## src/rtl/core/alu8f_pkg.sv

```systemverilog
// Shared constants and operation codes for the 8-bit ALU with flags.
`timescale 1ns / 1ps

package alu8f_pkg;

  localparam int CmdWidth  = 5;
  localparam int WordWidth = 16;
  localparam int ByteWidth = 8;
  localparam int PosWidth  = 3;

  // Operation codes
  localparam logic [CmdWidth-1:0] CMD_ADD   = 5'd0;
  localparam logic [CmdWidth-1:0] CMD_ADC   = 5'd1;
  localparam logic [CmdWidth-1:0] CMD_SUB   = 5'd2;
  localparam logic [CmdWidth-1:0] CMD_SBC   = 5'd3;
  localparam logic [CmdWidth-1:0] CMD_AND   = 5'd4;
  localparam logic [CmdWidth-1:0] CMD_XOR   = 5'd5;
  localparam logic [CmdWidth-1:0] CMD_OR    = 5'd6;
  localparam logic [CmdWidth-1:0] CMD_CP    = 5'd7;
  localparam logic [CmdWidth-1:0] CMD_INC   = 5'd8;
  localparam logic [CmdWidth-1:0] CMD_DEC   = 5'd9;
  localparam logic [CmdWidth-1:0] CMD_CPL   = 5'd10;
  localparam logic [CmdWidth-1:0] CMD_SCF   = 5'd11;
  localparam logic [CmdWidth-1:0] CMD_CCF   = 5'd12;
  localparam logic [CmdWidth-1:0] CMD_DAA   = 5'd13;
  localparam logic [CmdWidth-1:0] CMD_RLCA  = 5'd14;
  localparam logic [CmdWidth-1:0] CMD_RRCA  = 5'd15;
  localparam logic [CmdWidth-1:0] CMD_RLA   = 5'd16;
  localparam logic [CmdWidth-1:0] CMD_RRA   = 5'd17;
  localparam logic [CmdWidth-1:0] CMD_RLC   = 5'd18;
  localparam logic [CmdWidth-1:0] CMD_RRC   = 5'd19;
  localparam logic [CmdWidth-1:0] CMD_RL    = 5'd20;
  localparam logic [CmdWidth-1:0] CMD_RR    = 5'd21;
  localparam logic [CmdWidth-1:0] CMD_SLA   = 5'd22;
  localparam logic [CmdWidth-1:0] CMD_SRA   = 5'd23;
  localparam logic [CmdWidth-1:0] CMD_SWAP  = 5'd24;
  localparam logic [CmdWidth-1:0] CMD_SRL   = 5'd25;
  localparam logic [CmdWidth-1:0] CMD_BIT   = 5'd26;
  localparam logic [CmdWidth-1:0] CMD_RES   = 5'd27;
  localparam logic [CmdWidth-1:0] CMD_SET   = 5'd28;
  localparam logic [CmdWidth-1:0] CMD_ADD16 = 5'd29;
  localparam logic [CmdWidth-1:0] CMD_ADDSP = 5'd30;

  // Decimal adjust constants
  localparam logic [ByteWidth-1:0] DAA_LO_CORR = 8'h06;
  localparam logic [ByteWidth-1:0] DAA_HI_CORR = 8'h60;
  localparam logic [ByteWidth-1:0] DAA_BCD_MAX = 8'h99;
  localparam logic [3:0]           DAA_DIG_MAX = 4'h9;

  // Flag set carried down the pipeline
  typedef struct packed {
    logic zero;
    logic subtract;
    logic half;
    logic carry;
  } flags_t;

endpackage

```

## src/rtl/core/eight_bit_alu_with_flags_top.sv

```systemverilog
// Top level of the 8-bit ALU with Z/N/H/C flags: three-stage pipeline.
`timescale 1ns / 1ps

// Flag-producing ALU of an 8-bit CPU. A transaction is taken on every clock
// edge where start is high; busy never rises, so a new operation may follow
// in the very next cycle. Each result appears on value_out and the flag
// outputs once its transaction has passed the stage 1, stage 2 and output
// registers, for one cycle, marked by done; the receiver cannot stall it and
// must take it then. The datapath has three register stages: operand decode
// and decimal-adjust correction, the 16-bit carry-chain adder with the
// logic and shift unit, and zero detection with the final flag selection.
// Results leave in the order their transactions arrived.
module eight_bit_alu_with_flags_top (
  input  logic        clk,
  input  logic        rst,
  input  logic        start,
  output logic        busy,
  input  logic [4:0]  cmd,
  input  logic [15:0] operand_a,
  input  logic [15:0] operand_b,
  input  logic [2:0]  bit_position,
  input  logic        zero_in,
  input  logic        subtract_in,
  input  logic        half_in,
  input  logic        carry_in,
  output logic        done,
  output logic [15:0] value_out,
  output logic        zero_out,
  output logic        subtract_out,
  output logic        half_out,
  output logic        carry_out
);

  // ---------------------------------------------------------------------
  // Stage 1: decode operands for the shared adder
  // ---------------------------------------------------------------------
  logic [7:0]  a8;
  logic [7:0]  b8;
  logic [7:0]  daa_corr;
  logic        daa_c_next;
  logic [15:0] add_a_next;
  logic [15:0] add_x_next;
  logic        add_cin_next;
  logic [7:0]  mask_next;

  logic                  s1_valid;
  logic [4:0]            s1_cmd;
  logic [15:0]           s1_a16;
  logic [7:0]            s1_b8;
  logic [7:0]            s1_mask;
  logic [15:0]           s1_add_a;
  logic [15:0]           s1_add_x;
  logic                  s1_add_cin;
  logic                  s1_daa_c;
  alu8f_pkg::flags_t     s1_flags;

  assign busy = 1'b0;
  assign a8   = operand_a[7:0];
  assign b8   = operand_b[7:0];

  // Build the decimal-adjust correction and its carry
  always_comb begin
    daa_corr   = '0;
    daa_c_next = carry_in;
    if (half_in || (!subtract_in && (a8[3:0] > alu8f_pkg::DAA_DIG_MAX))) begin
      daa_corr = daa_corr | alu8f_pkg::DAA_LO_CORR;
    end
    if (carry_in || (!subtract_in && (a8 > alu8f_pkg::DAA_BCD_MAX))) begin
      daa_corr   = daa_corr | alu8f_pkg::DAA_HI_CORR;
      daa_c_next = 1'b1;
    end
  end

  // Select adder inputs; subtraction adds the complement with carry set (SBC uses the inverted carry flag)
  always_comb begin
    add_a_next   = {8'h00, a8};
    add_x_next   = '0;
    add_cin_next = 1'b0;
    case (cmd)
      alu8f_pkg::CMD_ADD: begin
        add_x_next = {8'h00, b8};
      end
      alu8f_pkg::CMD_ADC: begin
        add_x_next   = {8'h00, b8};
        add_cin_next = carry_in;
      end
      alu8f_pkg::CMD_SUB, alu8f_pkg::CMD_CP: begin
        add_x_next   = {8'h00, ~b8};
        add_cin_next = 1'b1;
      end
      alu8f_pkg::CMD_SBC: begin
        add_x_next   = {8'h00, ~b8};
        add_cin_next = !carry_in;
      end
      alu8f_pkg::CMD_INC: begin
        add_x_next = 16'h0001;
      end
      alu8f_pkg::CMD_DEC: begin
        add_x_next = 16'h00FF;
      end
      alu8f_pkg::CMD_DAA: begin
        if (subtract_in) begin
          add_x_next   = {8'h00, ~daa_corr};
          add_cin_next = 1'b1;
        end else begin
          add_x_next = {8'h00, daa_corr};
        end
      end
      alu8f_pkg::CMD_ADD16: begin
        add_a_next = operand_a;
        add_x_next = operand_b;
      end
      alu8f_pkg::CMD_ADDSP: begin
        add_a_next = operand_a;
        add_x_next = {{8{b8[7]}}, b8};
      end
      default: begin
        add_x_next = '0;
      end
    endcase
  end

  assign mask_next = 8'(8'h01 << bit_position);

  // Advance stage 1
  always_ff @(posedge clk) begin
    if (rst) begin
      s1_valid <= 1'b0;
    end else begin
      s1_valid <= start;
    end
    s1_cmd     <= cmd;
    s1_a16     <= operand_a;
    s1_b8      <= b8;
    s1_mask    <= mask_next;
    s1_add_a   <= add_a_next;
    s1_add_x   <= add_x_next;
    s1_add_cin <= add_cin_next;
    s1_daa_c   <= daa_c_next;
    s1_flags   <= '{zero: zero_in, subtract: subtract_in, half: half_in,
                    carry: carry_in};
  end

  // ---------------------------------------------------------------------
  // Stage 2: adder in nibble segments, logic and shift unit, value select
  // ---------------------------------------------------------------------
  logic [4:0]  seg0;
  logic [4:0]  seg1;
  logic [4:0]  seg2;
  logic [4:0]  seg3;
  logic [15:0] sum16;
  logic [7:0]  sum8;
  logic        c4;
  logic        c8;
  logic        c12;
  logic        c16;
  logic [7:0]  a;

  logic [15:0]       value_next;
  logic [7:0]        zbyte_next;
  logic              zuse_next;
  alu8f_pkg::flags_t flags_next;

  logic              s2_valid;
  logic [15:0]       s2_value;
  logic [7:0]        s2_zbyte;
  logic              s2_zuse;
  alu8f_pkg::flags_t s2_flags;

  assign seg0  = {1'b0, s1_add_a[3:0]} + {1'b0, s1_add_x[3:0]} + {4'h0, s1_add_cin};
  assign seg1  = {1'b0, s1_add_a[7:4]} + {1'b0, s1_add_x[7:4]} + {4'h0, seg0[4]};
  assign seg2  = {1'b0, s1_add_a[11:8]} + {1'b0, s1_add_x[11:8]} + {4'h0, seg1[4]};
  assign seg3  = {1'b0, s1_add_a[15:12]} + {1'b0, s1_add_x[15:12]} + {4'h0, seg2[4]};
  assign sum16 = {seg3[3:0], seg2[3:0], seg1[3:0], seg0[3:0]};
  assign sum8  = sum16[7:0];
  assign c4    = seg0[4];
  assign c8    = seg1[4];
  assign c12   = seg2[4];
  assign c16   = seg3[4];
  assign a     = s1_a16[7:0];

  // Select the value and the flags per operation
  always_comb begin
    value_next = s1_a16;
    zbyte_next = '0;
    zuse_next  = 1'b0;
    flags_next = s1_flags;
    case (s1_cmd)
      alu8f_pkg::CMD_ADD, alu8f_pkg::CMD_ADC: begin
        value_next          = {8'h00, sum8};
        zbyte_next          = sum8;
        zuse_next           = 1'b1;
        flags_next.subtract = 1'b0;
        flags_next.half     = c4;
        flags_next.carry    = c8;
      end
      alu8f_pkg::CMD_SUB, alu8f_pkg::CMD_SBC: begin
        value_next          = {8'h00, sum8};
        zbyte_next          = sum8;
        zuse_next           = 1'b1;
        flags_next.subtract = 1'b1;
        flags_next.half     = !c4;
        flags_next.carry    = !c8;
      end
      alu8f_pkg::CMD_CP: begin
        value_next          = {8'h00, a};
        zbyte_next          = sum8;
        zuse_next           = 1'b1;
        flags_next.subtract = 1'b1;
        flags_next.half     = !c4;
        flags_next.carry    = !c8;
      end
      alu8f_pkg::CMD_AND: begin
        value_next          = {8'h00, a & s1_b8};
        zbyte_next          = a & s1_b8;
        zuse_next           = 1'b1;
        flags_next.subtract = 1'b0;
        flags_next.half     = 1'b1;
        flags_next.carry    = 1'b0;
      end
      alu8f_pkg::CMD_XOR: begin
        value_next          = {8'h00, a ^ s1_b8};
        zbyte_next          = a ^ s1_b8;
        zuse_next           = 1'b1;
        flags_next.subtract = 1'b0;
        flags_next.half     = 1'b0;
        flags_next.carry    = 1'b0;
      end
      alu8f_pkg::CMD_OR: begin
        value_next          = {8'h00, a | s1_b8};
        zbyte_next          = a | s1_b8;
        zuse_next           = 1'b1;
        flags_next.subtract = 1'b0;
        flags_next.half     = 1'b0;
        flags_next.carry    = 1'b0;
      end
      alu8f_pkg::CMD_INC: begin
        value_next          = {8'h00, sum8};
        zbyte_next          = sum8;
        zuse_next           = 1'b1;
        flags_next.subtract = 1'b0;
        flags_next.half     = c4;
      end
      alu8f_pkg::CMD_DEC: begin
        value_next          = {8'h00, sum8};
        zbyte_next          = sum8;
        zuse_next           = 1'b1;
        flags_next.subtract = 1'b1;
        flags_next.half     = !c4;
      end
      alu8f_pkg::CMD_CPL: begin
        value_next          = {8'h00, ~a};
        flags_next.subtract = 1'b1;
        flags_next.half     = 1'b1;
      end
      alu8f_pkg::CMD_SCF: begin
        value_next          = {8'h00, a};
        flags_next.subtract = 1'b0;
        flags_next.half     = 1'b0;
        flags_next.carry    = 1'b1;
      end
      alu8f_pkg::CMD_CCF: begin
        value_next          = {8'h00, a};
        flags_next.subtract = 1'b0;
        flags_next.half     = 1'b0;
        flags_next.carry    = !s1_flags.carry;
      end
      alu8f_pkg::CMD_DAA: begin
        value_next       = {8'h00, sum8};
        zbyte_next       = sum8;
        zuse_next        = 1'b1;
        flags_next.half  = 1'b0;
        flags_next.carry = s1_daa_c;
      end
      alu8f_pkg::CMD_RLCA, alu8f_pkg::CMD_RLC: begin
        value_next          = {8'h00, a[6:0], a[7]};
        zbyte_next          = {a[6:0], a[7]};
        zuse_next           = (s1_cmd == alu8f_pkg::CMD_RLC);
        flags_next.zero     = 1'b0;
        flags_next.subtract = 1'b0;
        flags_next.half     = 1'b0;
        flags_next.carry    = a[7];
      end
      alu8f_pkg::CMD_RRCA, alu8f_pkg::CMD_RRC: begin
        value_next          = {8'h00, a[0], a[7:1]};
        zbyte_next          = {a[0], a[7:1]};
        zuse_next           = (s1_cmd == alu8f_pkg::CMD_RRC);
        flags_next.zero     = 1'b0;
        flags_next.subtract = 1'b0;
        flags_next.half     = 1'b0;
        flags_next.carry    = a[0];
      end
      alu8f_pkg::CMD_RLA, alu8f_pkg::CMD_RL: begin
        value_next          = {8'h00, a[6:0], s1_flags.carry};
        zbyte_next          = {a[6:0], s1_flags.carry};
        zuse_next           = (s1_cmd == alu8f_pkg::CMD_RL);
        flags_next.zero     = 1'b0;
        flags_next.subtract = 1'b0;
        flags_next.half     = 1'b0;
        flags_next.carry    = a[7];
      end
      alu8f_pkg::CMD_RRA, alu8f_pkg::CMD_RR: begin
        value_next          = {8'h00, s1_flags.carry, a[7:1]};
        zbyte_next          = {s1_flags.carry, a[7:1]};
        zuse_next           = (s1_cmd == alu8f_pkg::CMD_RR);
        flags_next.zero     = 1'b0;
        flags_next.subtract = 1'b0;
        flags_next.half     = 1'b0;
        flags_next.carry    = a[0];
      end
      alu8f_pkg::CMD_SLA: begin
        value_next          = {8'h00, a[6:0], 1'b0};
        zbyte_next          = {a[6:0], 1'b0};
        zuse_next           = 1'b1;
        flags_next.subtract = 1'b0;
        flags_next.half     = 1'b0;
        flags_next.carry    = a[7];
      end
      alu8f_pkg::CMD_SRA: begin
        value_next          = {8'h00, a[7], a[7:1]};
        zbyte_next          = {a[7], a[7:1]};
        zuse_next           = 1'b1;
        flags_next.subtract = 1'b0;
        flags_next.half     = 1'b0;
        flags_next.carry    = a[0];
      end
      alu8f_pkg::CMD_SWAP: begin
        value_next          = {8'h00, a[3:0], a[7:4]};
        zbyte_next          = {a[3:0], a[7:4]};
        zuse_next           = 1'b1;
        flags_next.subtract = 1'b0;
        flags_next.half     = 1'b0;
        flags_next.carry    = 1'b0;
      end
      alu8f_pkg::CMD_SRL: begin
        value_next          = {8'h00, 1'b0, a[7:1]};
        zbyte_next          = {1'b0, a[7:1]};
        zuse_next           = 1'b1;
        flags_next.subtract = 1'b0;
        flags_next.half     = 1'b0;
        flags_next.carry    = a[0];
      end
      alu8f_pkg::CMD_BIT: begin
        value_next          = {8'h00, a};
        flags_next.zero     = ((a & s1_mask) == 8'h00);
        flags_next.subtract = 1'b0;
        flags_next.half     = 1'b1;
      end
      alu8f_pkg::CMD_RES: begin
        value_next = {8'h00, a & ~s1_mask};
      end
      alu8f_pkg::CMD_SET: begin
        value_next = {8'h00, a | s1_mask};
      end
      alu8f_pkg::CMD_ADD16: begin
        value_next          = sum16;
        flags_next.subtract = 1'b0;
        flags_next.half     = c12;
        flags_next.carry    = c16;
      end
      alu8f_pkg::CMD_ADDSP: begin
        value_next          = sum16;
        flags_next.zero     = 1'b0;
        flags_next.subtract = 1'b0;
        flags_next.half     = c4;
        flags_next.carry    = c8;
      end
      default: begin
        value_next = s1_a16;
      end
    endcase
  end

  // Advance stage 2
  always_ff @(posedge clk) begin
    if (rst) begin
      s2_valid <= 1'b0;
    end else begin
      s2_valid <= s1_valid;
    end
    s2_value <= value_next;
    s2_zbyte <= zbyte_next;
    s2_zuse  <= zuse_next;
    s2_flags <= flags_next;
  end

  // ---------------------------------------------------------------------
  // Stage 3: zero detect and output registers
  // ---------------------------------------------------------------------
  always_ff @(posedge clk) begin
    if (rst) begin
      done <= 1'b0;
    end else begin
      done <= s2_valid;
    end
    value_out    <= s2_value;
    zero_out     <= s2_zuse ? (s2_zbyte == 8'h00) : s2_flags.zero;
    subtract_out <= s2_flags.subtract;
    half_out     <= s2_flags.half;
    carry_out    <= s2_flags.carry;
  end

  // ---------------------------------------------------------------------
  // Assertions
  // ---------------------------------------------------------------------
  a_latency : assert property (@(posedge clk) disable iff (rst)
    start && !busy |-> ##3 done)
    else $error("accepted transaction did not complete after three cycles");

  a_no_phantom : assert property (@(posedge clk) disable iff (rst)
    !start |-> ##3 !done)
    else $error("result strobe without an accepted transaction");

  a_add16_flags : assert property (@(posedge clk) disable iff (rst)
    done && $past(start && (cmd == alu8f_pkg::CMD_ADD16), 3)
      |-> !subtract_out && (zero_out == $past(zero_in, 3)))
    else $error("16-bit add altered zero flag or set subtract");

  a_addsp_flags : assert property (@(posedge clk) disable iff (rst)
    done && $past(start && (cmd == alu8f_pkg::CMD_ADDSP), 3)
      |-> !zero_out && !subtract_out)
    else $error("offset add left zero or subtract set");

  a_byte_high_zero : assert property (@(posedge clk) disable iff (rst)
    done && $past(start && (cmd == alu8f_pkg::CMD_SUB || cmd == alu8f_pkg::CMD_DAA), 3)
      |-> value_out[15:8] == 8'h00)
    else $error("byte operation produced nonzero high byte");

endmodule
```

## config.mk

```make
export PLATFORM = sky130hd
export DESIGN_NAME = eight_bit_alu_with_flags_top
export DESIGN_NICKNAME = d
export VERILOG_FILES = /design/src/rtl/core/alu8f_pkg.sv /design/src/rtl/core/eight_bit_alu_with_flags_top.sv
export SDC_FILE = /design/constraint.sdc
export NUM_CORES = 1
export LEC_CHECK = 0
export ABC_AREA = 1
export BUFFER_PORTS_ARGS = -buffer_cell sky130_fd_sc_hd__buf_2
export CAP_MARGIN = 20
export CORE_MARGIN = 4
export CORE_UTILIZATION = 35
export CTS_CLUSTER_DIAMETER = 100
export DETAILED_ROUTE_END_ITERATION = 10
export PLACE_DENSITY = 0.51
export SYNTH_ARGS = -nofsm -noshare
export SYNTH_HDL_FRONTEND = slang
export SYNTH_SLANG_ARGS = --single-unit
```

## constraint.sdc

```tcl
create_clock -name clk -period 11.4 [get_ports clk]
set_input_delay 2.28 -clock clk [delete_from_list [all_inputs] [get_ports clk]]
set_output_delay 2.28 -clock clk [all_outputs]
set_load 0.05 [all_outputs]
```

==> results of run 1 <==
Yosys cell counts (3+ instances only):
master,instances
sky130_fd_sc_hd__a21oi_1,27
sky130_fd_sc_hd__clkbuf_1,5
sky130_fd_sc_hd__dfxtp_1,119
sky130_fd_sc_hd__fa_1,8
sky130_fd_sc_hd__ha_1,28
sky130_fd_sc_hd__inv_1,98
sky130_fd_sc_hd__inv_2,3
sky130_fd_sc_hd__nand2_1,172
sky130_fd_sc_hd__nand2_2,8
sky130_fd_sc_hd__nand3_1,64
sky130_fd_sc_hd__nand3_2,3
sky130_fd_sc_hd__nand3b_1,6
sky130_fd_sc_hd__nand4_1,18
sky130_fd_sc_hd__nor2_1,88
sky130_fd_sc_hd__nor2_2,7
sky130_fd_sc_hd__nor3_1,22
sky130_fd_sc_hd__o211ai_1,7
sky130_fd_sc_hd__o21a_1,3
sky130_fd_sc_hd__o21ai_0,22
sky130_fd_sc_hd__o22ai_1,6
sky130_fd_sc_hd__xnor2_1,4
critical path, stage by stage, from the launching register on:
cell and delay, ps:
sky130_fd_sc_hd__dfxtp_1 630, sky130_fd_sc_hd__fa_1 290, sky130_fd_sc_hd__inv_1 60, sky130_fd_sc_hd__fa_1 400, sky130_fd_sc_hd__o21ai_0 180, sky130_fd_sc_hd__a21oi_1 160, sky130_fd_sc_hd__fa_1 430, sky130_fd_sc_hd__fa_1 420
sky130_fd_sc_hd__o21a_1 260, sky130_fd_sc_hd__fa_1 410, sky130_fd_sc_hd__fa_1 390, sky130_fd_sc_hd__or2_2 320, sky130_fd_sc_hd__nand2_1 80, sky130_fd_sc_hd__a21oi_1 120, sky130_fd_sc_hd__fa_1 430, sky130_fd_sc_hd__fa_1 400
sky130_fd_sc_hd__nor2_1 130, sky130_fd_sc_hd__o21ai_0 80, sky130_fd_sc_hd__a21oi_1 140, sky130_fd_sc_hd__nor3_1 60, sky130_fd_sc_hd__nand3_1 70, sky130_fd_sc_hd__nand3b_1 110
cell usage in the layout, fill, tap and decap left out, types with 3 or more instances in the layout:
cell,synthesis,layout
sky130_fd_sc_hd__a21oi_1,27,27
sky130_fd_sc_hd__buf_2,2,67
sky130_fd_sc_hd__clkbuf_16,0,17
sky130_fd_sc_hd__clkbuf_8,0,3
sky130_fd_sc_hd__clkinv_2,0,4
sky130_fd_sc_hd__clkinvlp_4,0,3
sky130_fd_sc_hd__dfxtp_1,119,119
sky130_fd_sc_hd__fa_1,8,8
sky130_fd_sc_hd__ha_1,28,28
sky130_fd_sc_hd__inv_1,98,98
sky130_fd_sc_hd__inv_2,3,3
sky130_fd_sc_hd__nand2_1,172,172
sky130_fd_sc_hd__nand2_2,8,8
sky130_fd_sc_hd__nand3_1,64,64
sky130_fd_sc_hd__nand3_2,3,3
sky130_fd_sc_hd__nand3b_1,6,6
sky130_fd_sc_hd__nand4_1,18,18
sky130_fd_sc_hd__nor2_1,88,88
sky130_fd_sc_hd__nor2_2,7,7
sky130_fd_sc_hd__nor3_1,22,22
sky130_fd_sc_hd__o211ai_1,7,7
sky130_fd_sc_hd__o21a_1,3,3
sky130_fd_sc_hd__o21ai_0,22,22
sky130_fd_sc_hd__o22ai_1,6,6
sky130_fd_sc_hd__xnor2_1,4,4
per-stage QoR:
step                 util  instance area [um2]  setup WS, ps
detailed placement  0.391                 6180          5780
CTS                 0.427                 6750          5750
global route        0.427                 6750          5350
global placement    0.391                 6180          5920
finish              0.427                 6750          5760
floorplan               -                 5640          6590
metal layers:
metal / global-route usage / vias to the layer above / wire length (um)
met3: 0.0451 / 38 / 1270
met2: 0.285 / 229 / 7240
met1: 0.291 / 2341 / 8690
met5: 0 / - / 0
met4: 0.0809 / 0 / 485
li1: - / 2585 / -
final timing paths:
path,to,cells past startpoint,from,slack [ps]
worst min-delay path,subtract_out,0,s2_flags[2],320
worst min register to register,subtract_out,0,s2_flags[2],320
worst max-delay path,s2_flags[0],21,s1_a16[0],5760
worst max register to register,s2_flags[0],21,s1_a16[0],5760
sequential cells by signal, summed over array words and instances (netlist names):
signal        cells
s1_a16           16
s1_add_x         16
s2_value         16
value_out        16
s1_add_a          8
s1_b8             8
s1_mask           8
s2_zbyte          8
s1_cmd            5
s1_flags          4
s2_flags          4
carry_out         1
done              1
half_out          1
s1_add_cin        1
s1_daa_c          1
s1_valid          1
s2_valid          1
s2_zuse           1
subtract_out      1
zero_out          1
where the power goes:
part           total [mW]  switching (mW)  internal [mW]  leakage [nW]
Clock               0.511           0.179          0.333         0.275
Sequential          0.479          0.0195          0.460         0.991
Combinational       0.191           0.139         0.0526          2.07
layout make-up:
type	count	area, um2	area share
multi-input cells	519	2800	0.414
flip-flops and latches	119	2380	0.353
clock buffers	20	467	0.0691
inverters	103	392	0.0580
repair buffers	68	343	0.0508
well taps	216	270	0.0400
clock inverters	9	103	0.0152
cell families (layout without fill, tap and decap cells):
family          after synthesis  in the layout  synth area share
buf+inv                     114            200            0.0812
xor+xnor                      6              6           0.00932
compound gates               79             79            0.0821
simple gates                397            397             0.314
other cells                   1              1          0.000665
fa+ha+maj                    36             36            0.0905
flops                       119            119             0.423
==> reports/summary.md, run 1 <==
- 27600 um — wire length of the first global-routing pass
- 0.423 — share of the synthesized area in the top cell type
- 15800 um2 — area of the core
- 1.18 mW — power after layout
- 0 — hold violation count in the final report
- 7.50 um2 — Avg Inst Size Synth
- 410 ps — Clk Latency, worst-skew pair
- 17 — total clock buffers created by CTS
- 0 — post-CTS setup buffer count
- 17700 um — Final Routed Wirelength
- reg -> reg — critical path class
- 19.8% — Area growth, synth to finish
- 3.34 nW — leakage power
- 1025 — placed insts
- 43 — distinct cell type count after synthesis
- reg -> reg — HP Class
- 4911 — number of global-route vias before repair
- no — setup repair after global routing missed its margin
- done — CTS tree
- 5640 ps — minimum period implied by the final worst setup slack
- 0 — setup-violating endpoint count in the final report
- 0 — max-slew violation total from the final report
- 0 ps — setup tns final
- sky130_fd_sc_hd__dfxtp_1 — largest area contributor in the netlist
- 4.93 — mean number of vias per cell
- 0 — Ys Warns
- 119 — flip-flop and latch count after synthesis
- 479 — initial drt markers
- 12 — maximum fanout along the worst path
- 46 — Row Count
- 322 ps — final hold slack
- 1054 — Cell Count, Final, Fillers Out
- sky130_fd_sc_hd__dfxtp_1, sky130_fd_sc_hd__nand2_1, sky130_fd_sc_hd__inv_1 — leading cell types by total area after synthesis
- sky130_fd_sc_hd__clkbuf_16 — clock root buffer
- completed — run status
- 5990 ps — Critical Path AT
- 16.8 um — Routed wire per std cell
- 0.200 — global routing usage summed across all routing layers
- 0.458 — tightest slew margin relative to the limit
- 69 — IO Pins
- 1642 — fill cell total of the finished layout
- 0.495 — final worst-path cycle share
- 11740 ps — data required time of the worst path
- 752 — number of cells produced by synthesis
- 50 ps — register clock-pin slew on the reported worst setup and hold paths
- 0 — number of gates resized after cts
- 135 um — Die W
- 19 — largest net degree at the start of global routing
- 0.356 — initial cell density of the core
- 0 — number of max-capacitance violations reported
- 135 um — Die Y-Extent
- 808 ps — slew at the pin with the worst max-slew slack
- 2 — Longest Clk Path Bufs
- register — Worst setup EP type
- 0.423 — Seq/Total Area, Yosys
- 8.51 ps — Setup Skew
- 0 — Post-synth EDFFs
- 911 — net count reported at finish
- 0 — hold buffers post-CTS
- 835 — post-synthesis net count
- 0 — post-route antenna net violation count
- 4 — total number of H-tree levels
- register — category of the worst setup path launch point
- 5640 um2 — Post-Syn Area
- 175 nW/um2 — power per cell area
- 0.177 GHz — Max Fclk
- 0 — count of unresolved DRC violations after routing
- 0 — remaining global-route overflow
- 0 — Diodes inserted
- 119 — count of clock tree sinks
- sky130_fd_sc_hd__dfxtp_1 — top flip-flop cell by instance count after synthesis
- 67 — input/output buffers
- 14100 um — detailed placer's ending HPWL
- 5 — drt pass-1 iters
- 0.103 mV — maximum VDD drop
- 0 — asr flop ratio synth
- 0 — antenna violations before repair
- 0.154 — layout cell share with drive strength beyond 1
- 5193 — routed via count
- 0.951 — placer's final routability congestion estimate
- 18200 um2 — Die ar.
Note: power is estimated with default switching activity, not from simulation.
==> inputs of run 2 (changes only) <==
--- a/config.mk
+++ b/config.mk
@@ -12,7 +12,7 @@
 export CORE_UTILIZATION = 35
 export CTS_CLUSTER_DIAMETER = 100
 export DETAILED_ROUTE_END_ITERATION = 10
-export PLACE_DENSITY = 0.51
+export PLACE_DENSITY = 0.53
 export SYNTH_ARGS = -nofsm -noshare
 export SYNTH_HDL_FRONTEND = slang
 export SYNTH_SLANG_ARGS = --single-unit
==> constraint.sdc (replaced) <==
create_clock -name clk -period 4.72 [get_ports clk]
set_input_delay 0.944 -clock clk [delete_from_list [all_inputs] [get_ports clk]]
set_output_delay 0.944 -clock clk [all_outputs]
set_load 0.05 [all_outputs]
==> run 2 against run 1 <==
Compared with the run above:
- clock power increased by 150%
- total power increased by 140%
- sequential power increased by 140%
- core utilization increased by 0.81 points
- global-route usage decreased by 2.1 points
- cell count increased by 1.2%
- wire length decreased by 12%
- clock skew increased by 12 ps
- count of clock-buffer cells in the layout decreased by 2
- design area increased by 1.9%
- critical path depth unchanged
- first-iteration DRC count decreased by 24%
- critical endpoint unchanged
==> reports/summary.md, run 2 (same netlist as run 1, synthesis figures left out) <==
- 18200 um2 — Die ar., unchanged
- 0.438 — share of power burned in the clock network, was 0.433
- 0.928 — placer's final routability congestion estimate, was 0.951
- 4 — total number of H-tree levels, unchanged
- 0 — setup-violating endpoint count in the final report, unchanged
- 5070 ps — data required time of the worst path, was 11740 ps
- 6260 um2 — total cell area at the placement stage, was 6180 um2
- 1 — number of buffers and inverters on the critical path, unchanged
- 0.181 — layout cell share with drive strength beyond 1, was 0.154
- 365 — initial drt markers, was 479
- 0 — hold buffers post-CTS, unchanged
- 69 — IO Pins, unchanged
- 417 nW/um2 — power per cell area, was 175 nW/um2
- 5 — drt pass-1 iters, unchanged
- 3.40 nW — leakage power, was 3.34 nW
- 0 — Diodes inserted, unchanged
- 420 ps — Clk Latency, worst-skew pair, was 410 ps
- 0.833 mW — net switching power of the design, was 0.337 mW
- 67 — input/output buffers, unchanged
- 135 um — Die W, unchanged
- 15800 um2 — area of the core, unchanged
- 0.356 — initial cell density of the core, unchanged
- 0.246 mV — maximum VDD drop, was 0.103 mV
- 5004 — routed via count, was 5193
- 17 — total clock buffers created by CTS, unchanged
- 119 — count of clock tree sinks, unchanged
- 380 ps — delay of the slowest critical-path stage, was 630 ps
- register — Worst setup EP type, unchanged
- reg -> reg — HP Class, unchanged
- reg -> reg — critical path class, unchanged
- yes — setup repair after global routing missed its margin, was no
- 0 — max-slew violation total from the final report, unchanged
- adder cells — kind of cell adding the most delay to the critical path, unchanged
- sky130_fd_sc_hd__fa_2 — cell type of the slowest stage on the worst timing path, was sky130_fd_sc_hd__dfxtp_1
- 0.435 — final core utilization, was 0.427
- 4704 — number of global-route vias before repair, was 4911
- 22.1% — Area growth, synth to finish, was 19.8%
- 60 ps — register clock-pin slew on the reported worst setup and hold paths, was 50 ps
- 15600 um — Final Routed Wirelength, was 17700 um
- 6880 um2 — final instance area, was 6750 um2
- 0 — post-route antenna net violation count, unchanged
- 19 — largest net degree at the start of global routing, unchanged
- 4650 ps — minimum period implied by the final worst setup slack, was 5640 ps
- 24900 um — wire length of the first global-routing pass, was 27600 um
- 0 — number of max-capacitance violations reported, unchanged
- completed — run status, unchanged
- 0 ps — setup tns final, unchanged
- 316 ps — final hold slack, was 322 ps
- 6540 um — met2 routed WL, was 7240 um
- register — category of the worst setup path launch point, unchanged
- 0.985 — final worst-path cycle share, was 0.495
- 1300 um — Met3 Wirelength, was 1270 um
- 0.509 — tightest slew margin relative to the limit, was 0.458
- 0.162 — combinational group share of total power, about the same
- 4.69 — mean number of vias per cell, was 4.93
- 0.290 — switching power as a share of total power, was 0.285
- 2 — Longest Clk Path Bufs, unchanged
- met4 — Max Used Layer, unchanged
- sky130_fd_sc_hd__fa_2 — Crit path top cell by count, was sky130_fd_sc_hd__fa_1
- 4990 ps — Critical Path AT, was 5990 ps
- 0.179 — global routing usage summed across all routing layers, was 0.200
- 2.04 mW — internal power summed over all cells, was 0.845 mW
- 12500 um — detailed placer's ending HPWL, was 14100 um
- 0.215 GHz — Max Fclk, was 0.177 GHz
- 14.6 um — Routed wire per std cell, was 16.8 um
- sky130_fd_sc_hd__clkbuf_16 — clock root buffer, unchanged
- fa_1 -> inv_1 -> fa_2 -> o21ai_2 -> a21oi_2 -> fa_2 -> fa_2 -> o21a_1 -> fa_2 -> fa_2 -> or2_2 -> nand2_1 -> a21oi_2 -> fa_2 -> fa_2 -> nor2_2 -> o21ai_0 -> a21oi_1 -> nor3_1 -> nand3_1 -> nand3b_1 — Critical Path, Cell by Cell, was fa_1 -> inv_1 -> fa_1 -> o21ai_0 -> a21oi_1 -> fa_1 -> fa_1 -> o21a_1 -> fa_1 -> fa_1 -> or2_2 -> nand2_1 -> a21oi_1 -> fa_1 -> fa_1 -> nor2_1 -> o21ai_0 -> a21oi_1 -> nor3_1 -> nand3_1 -> nand3b_1
- 0 — count of unresolved DRC violations after routing, unchanged
- 135 um — Die Y-Extent, unchanged
- sky130_fd_sc_hd__nand2_1 — most common cell after layout, fill and taps aside, unchanged
- 0 — hold violation count in the final report, unchanged
- 0.400 — fraction of power consumed by sequential logic, was 0.405
- 46 — Row Count, unchanged
- 2 — maximum fanout along the worst path, was 12
- 731 ps — slew at the pin with the worst max-slew slack, was 808 ps
- 20.5 ps — Setup Skew, was 8.51 ps
- 7380 um — Met1 Wirelength, was 8690 um
- 0 — antenna violations before repair, unchanged
- 0 — remaining global-route overflow, unchanged
- 921 — net count reported at finish, was 911
- done — CTS tree, unchanged
- sky130_fd_sc_hd__nand2_1, sky130_fd_sc_hd__dfxtp_1, sky130_fd_sc_hd__inv_1, sky130_fd_sc_hd__nor2_1, sky130_fd_sc_hd__buf_2 — most used cells in the layout excluding fill and tap cells, unchanged
## run 2: routing by layer
| layer | GRT usage | vias up |
|---|---|---|
| met4 | 0.0786 | 0 |
| met5 | 0 | - |
| li1 | - | 2600 |
| met2 | 0.259 | 200 |
| met3 | 0.0488 | 27 |
| met1 | 0.248 | 2177 |
## run 2: power groups by stage
stage / Sequential, mW / Clock [mW] / Combinational (mW)
after CTS: 1.15 / 1.29 / 0.464
after floorplan: 1.27 / 0 / 0.212
final: 1.15 / 1.26 / 0.464
after detailed placement: 1.17 / 0 / 0.460
after global routing: 1.16 / 1.35 / 0.511
after global placement: 1.17 / 0 / 0.462
## run 2: final cells by class
class,instances,area (um2)
flip-flops and latches,119,2380
clock buffers,18,439
multi-input cells,519,2830
fillers,1655,8950
well taps,216,270
inverters,103,392
clock inverters,14,150
repair buffers,78,418
## run 2: what timing repair did
item                       in CTS  in global routing
buffers inserted                1                  0
resized for setup               8                  3
pin swaps                       4                  2
setup endpoints to repair       2                  1
## run 2: final timing paths
path,endpoint,depth (start not counted),from,slack [ps]
worst max-delay path,s2_flags[0],21,s1_add_x[0],70
worst min-delay path,value_out[15],0,s2_value[15],320
worst max register to register,s2_flags[0],21,s1_add_x[0],70
worst min register to register,value_out[15],0,s2_value[15],320
## run 2: through the flow
step,setup slack [ps],total power [mW],cells
4_1_cts,12.0,2.91,1067
6_report,72.6,2.87,1067
3_3_place_gp,-233,1.63,1034
3_5_place_dp,-312,1.63,1034
2_1_floorplan,10.5,1.48,752
5_1_grt,-202,3.02,1067
==> inputs of run 3 (changes only) <==
--- a/config.mk
+++ b/config.mk
@@ -10,6 +10,7 @@
 export CAP_MARGIN = 20
 export CORE_MARGIN = 4
 export CORE_UTILIZATION = 35
+export CTS_BUF_LIST = sky130_fd_sc_hd__clkbuf_2 sky130_fd_sc_hd__clkbuf_4 sky130_fd_sc_hd__clkbuf_8
 export CTS_CLUSTER_DIAMETER = 100
 export DETAILED_ROUTE_END_ITERATION = 10
 export PLACE_DENSITY = 0.53
==> run 3 against run 2 <==
Compared with the run above:
- register-to-register slack better by 50 ps
- sequential share of layout area up 0.99 points
- combinational power about the same
- flip-flop and latch count unchanged
- worst setup slack better by 55 ps
- count of clock-buffer cells in the layout unchanged
- critical path type unchanged
- critical endpoint unchanged
- largest cell class unchanged
- largest power group is now registers
==> reports/summary.md, run 3 (same netlist as run 1, synthesis figures left out) <==
- register — Worst setup EP type, unchanged
- 119 — count of clock tree sinks, unchanged
- 0.973 — final worst-path cycle share, was 0.985
- 0 — remaining global-route overflow, unchanged
- sky130_fd_sc_hd__clkbuf_8 — clock root buffer, was sky130_fd_sc_hd__clkbuf_16
- sky130_fd_sc_hd__nand2_1 — most common cell after layout, fill and taps aside, unchanged
- 130 ps — R2R Setup Slk, was 70 ps
- 5090 ps — data required time of the worst path, was 5070 ps
- reg -> reg — HP Class, unchanged
- register — category of the worst setup path launch point, unchanged
- yes — setup repair after global routing missed its margin, unchanged
- 14.6 um — Routed wire per std cell, about the same
- 4704 — number of global-route vias before repair, unchanged
- 4590 ps — minimum period implied by the final worst setup slack, was 4650 ps
- 4 — total number of H-tree levels, unchanged
- s2_flags[0] — Crit Reg-Reg Endpoint, unchanged
- 18.7% — Area growth, synth to finish, was 22.1%
- 67 — input/output buffers, unchanged
- 18200 um2 — Die ar., unchanged
- s1_a16[0] — startpoint of the worst setup timing path, was s1_add_x[0]
- 0 — post-route antenna net violation count, unchanged
- 921 — net count reported at finish, unchanged
- 4960 ps — Critical Path AT, was 4990 ps
- 0 — count of unresolved DRC violations after routing, unchanged
- 0 — hold violation count in the final report, unchanged
- s1_a16[0] — worst r2r src, was s1_add_x[0]
- done — CTS tree, unchanged
- 0 — antenna violations before repair, unchanged
- reg -> reg — critical path class, unchanged
- 5 — drt pass-1 iters, unchanged
- 0 — max-slew violation total from the final report, unchanged
- 17 — total clock buffers created by CTS, unchanged
- 1034 — placed insts, unchanged
- 2 — maximum fanout along the worst path, unchanged
- 0 — setup-violating endpoint count in the final report, unchanged
- 15.0 ps — Setup Skew, was 20.5 ps
- sky130_fd_sc_hd__nand2_1, sky130_fd_sc_hd__dfxtp_1, sky130_fd_sc_hd__inv_1, sky130_fd_sc_hd__nor2_1, sky130_fd_sc_hd__buf_2 — most used cells in the layout excluding fill and tap cells, unchanged
- 21 — r2r worst-path depth, unchanged
- 15600 um — Final Routed Wirelength, about the same
- 0 — number of stages on the worst hold path, unchanged
- 24800 um — wire length of the first global-routing pass, was 24900 um
- 0 ps — setup tns final, unchanged
- 2.52 mW — power after layout, was 2.87 mW
- 0 — hold buffers post-CTS, unchanged
- 1067 — Cell Count, Final, Fillers Out, unchanged
- 2380 um2 — area taken by flip-flops and latches, about the same
- 0.356 — initial cell density of the core, unchanged
- 0.153 mV — maximum VDD drop, was 0.246 mV
- 0.928 — placer's final routability congestion estimate, unchanged
- 19 — largest net degree at the start of global routing, unchanged
- s2_value[15] — Worst Hold Launch, unchanged
- 440 ps — Clk Latency, worst-skew pair, was 420 ps
- 0.423 — final core utilization, was 0.435
- 376 nW/um2 — power per cell area, was 417 nW/um2
- 135 um — Die Y-Extent, unchanged
- 69 — IO Pins, unchanged
- 0 — number of max-capacitance violations reported, unchanged
- 0.183 — layout cell share with drive strength beyond 1, was 0.181
- 70 ps — register clock-pin slew on the reported worst setup and hold paths, was 60 ps
- 12500 um — detailed placer's ending HPWL, unchanged
- 2 — Longest Clk Path Bufs, unchanged
- 718 ps — slew at the pin with the worst max-slew slack, was 731 ps
- completed — run status, unchanged
- 5019 — routed via count, was 5004
- 2830 um2 — area occupied by multi-input gates, about the same
- 378 — initial drt markers, was 365
- 15800 um2 — area of the core, unchanged
- 0.178 — global routing usage summed across all routing layers, was 0.179
- 4.70 — mean number of vias per cell, was 4.69
- 3.31 nW — leakage power, was 3.40 nW
- 135 um — Die W, unchanged
- 1680 — fill cell total of the finished layout, was 1655
- 46 — Row Count, unchanged
- 0.520 — tightest slew margin relative to the limit, was 0.509
- 0.218 GHz — Max Fclk, was 0.215 GHz
- 0 — Diodes inserted, unchanged
- value_out[15] — hold endpoint, unchanged
-- run 3: cell counts in the layout (fill, tap and decap cells not counted) --
Identical to the previous run, type by type.
-- run 3: worst max-delay path by stage --
stage / end / cells past startpoint
after global routing: s2_flags[0] / 21
after CTS: s2_flags[0] / 21
after detailed placement: s2_flags[0] / 21
after floorplan: s2_flags[0] / 21
after global placement: s2_flags[0] / 21
final: s2_flags[0] / 21
-- run 3: critical path: stages, from the launching register on --
cell and delay, ps:
sky130_fd_sc_hd__dfxtp_2 340, sky130_fd_sc_hd__fa_2 200, sky130_fd_sc_hd__inv_1 50, sky130_fd_sc_hd__fa_2 340
sky130_fd_sc_hd__o21ai_2 130, sky130_fd_sc_hd__a21oi_2 80, sky130_fd_sc_hd__fa_2 360, sky130_fd_sc_hd__fa_2 350
sky130_fd_sc_hd__o21a_1 210, sky130_fd_sc_hd__fa_2 360, sky130_fd_sc_hd__fa_2 340, sky130_fd_sc_hd__or2_2 310
sky130_fd_sc_hd__nand2_1 70, sky130_fd_sc_hd__a21oi_2 90, sky130_fd_sc_hd__fa_2 370, sky130_fd_sc_hd__fa_2 350
sky130_fd_sc_hd__nor2_2 120, sky130_fd_sc_hd__o21ai_1 70, sky130_fd_sc_hd__a21oi_1 140, sky130_fd_sc_hd__nor3_1 60
sky130_fd_sc_hd__nand3_1 70, sky130_fd_sc_hd__nand3b_1 110
-- run 3: layout make-up --
class,instances,area share
repair buffers,78,0.0624
flip-flops and latches,119,0.356
clock inverters,14,0.0224
clock buffers,18,0.0370
well taps,216,0.0404
inverters,103,0.0585
multi-input cells,519,0.423
-- run 3: timing repair --
action	CTS	global route
pin swaps	4	3
setup buffers	1	0
endpoints found under the setup margin	2	1
hold endpoints to repair	0	0
resized for setup	8	6
-- run 3: through the flow --
step	cell area, um2	hold slack [ps]	worst slack (ps)
2_1_floorplan	5640	310	10.5
3_3_place_gp	6260	312	-233
3_5_place_dp	6260	312	-312
4_1_cts	6680	319	6.92
5_1_grt	6690	331	-134
6_report	6690	316	128
-- run 3: where the power goes --
part           switching, mW  internal, mW
Combinational          0.329         0.136
Sequential            0.0401          1.11
Clock                  0.417         0.485
-- run 3: metal layers --
metal	GRT usage	up-vias	part of all wire
li1	-	2596	-
met4	0.0843	0	0.025
met1	0.245	2194	0.48
met3	0.0481	27	0.075
met5	0	-	0
met2	0.258	202	0.42
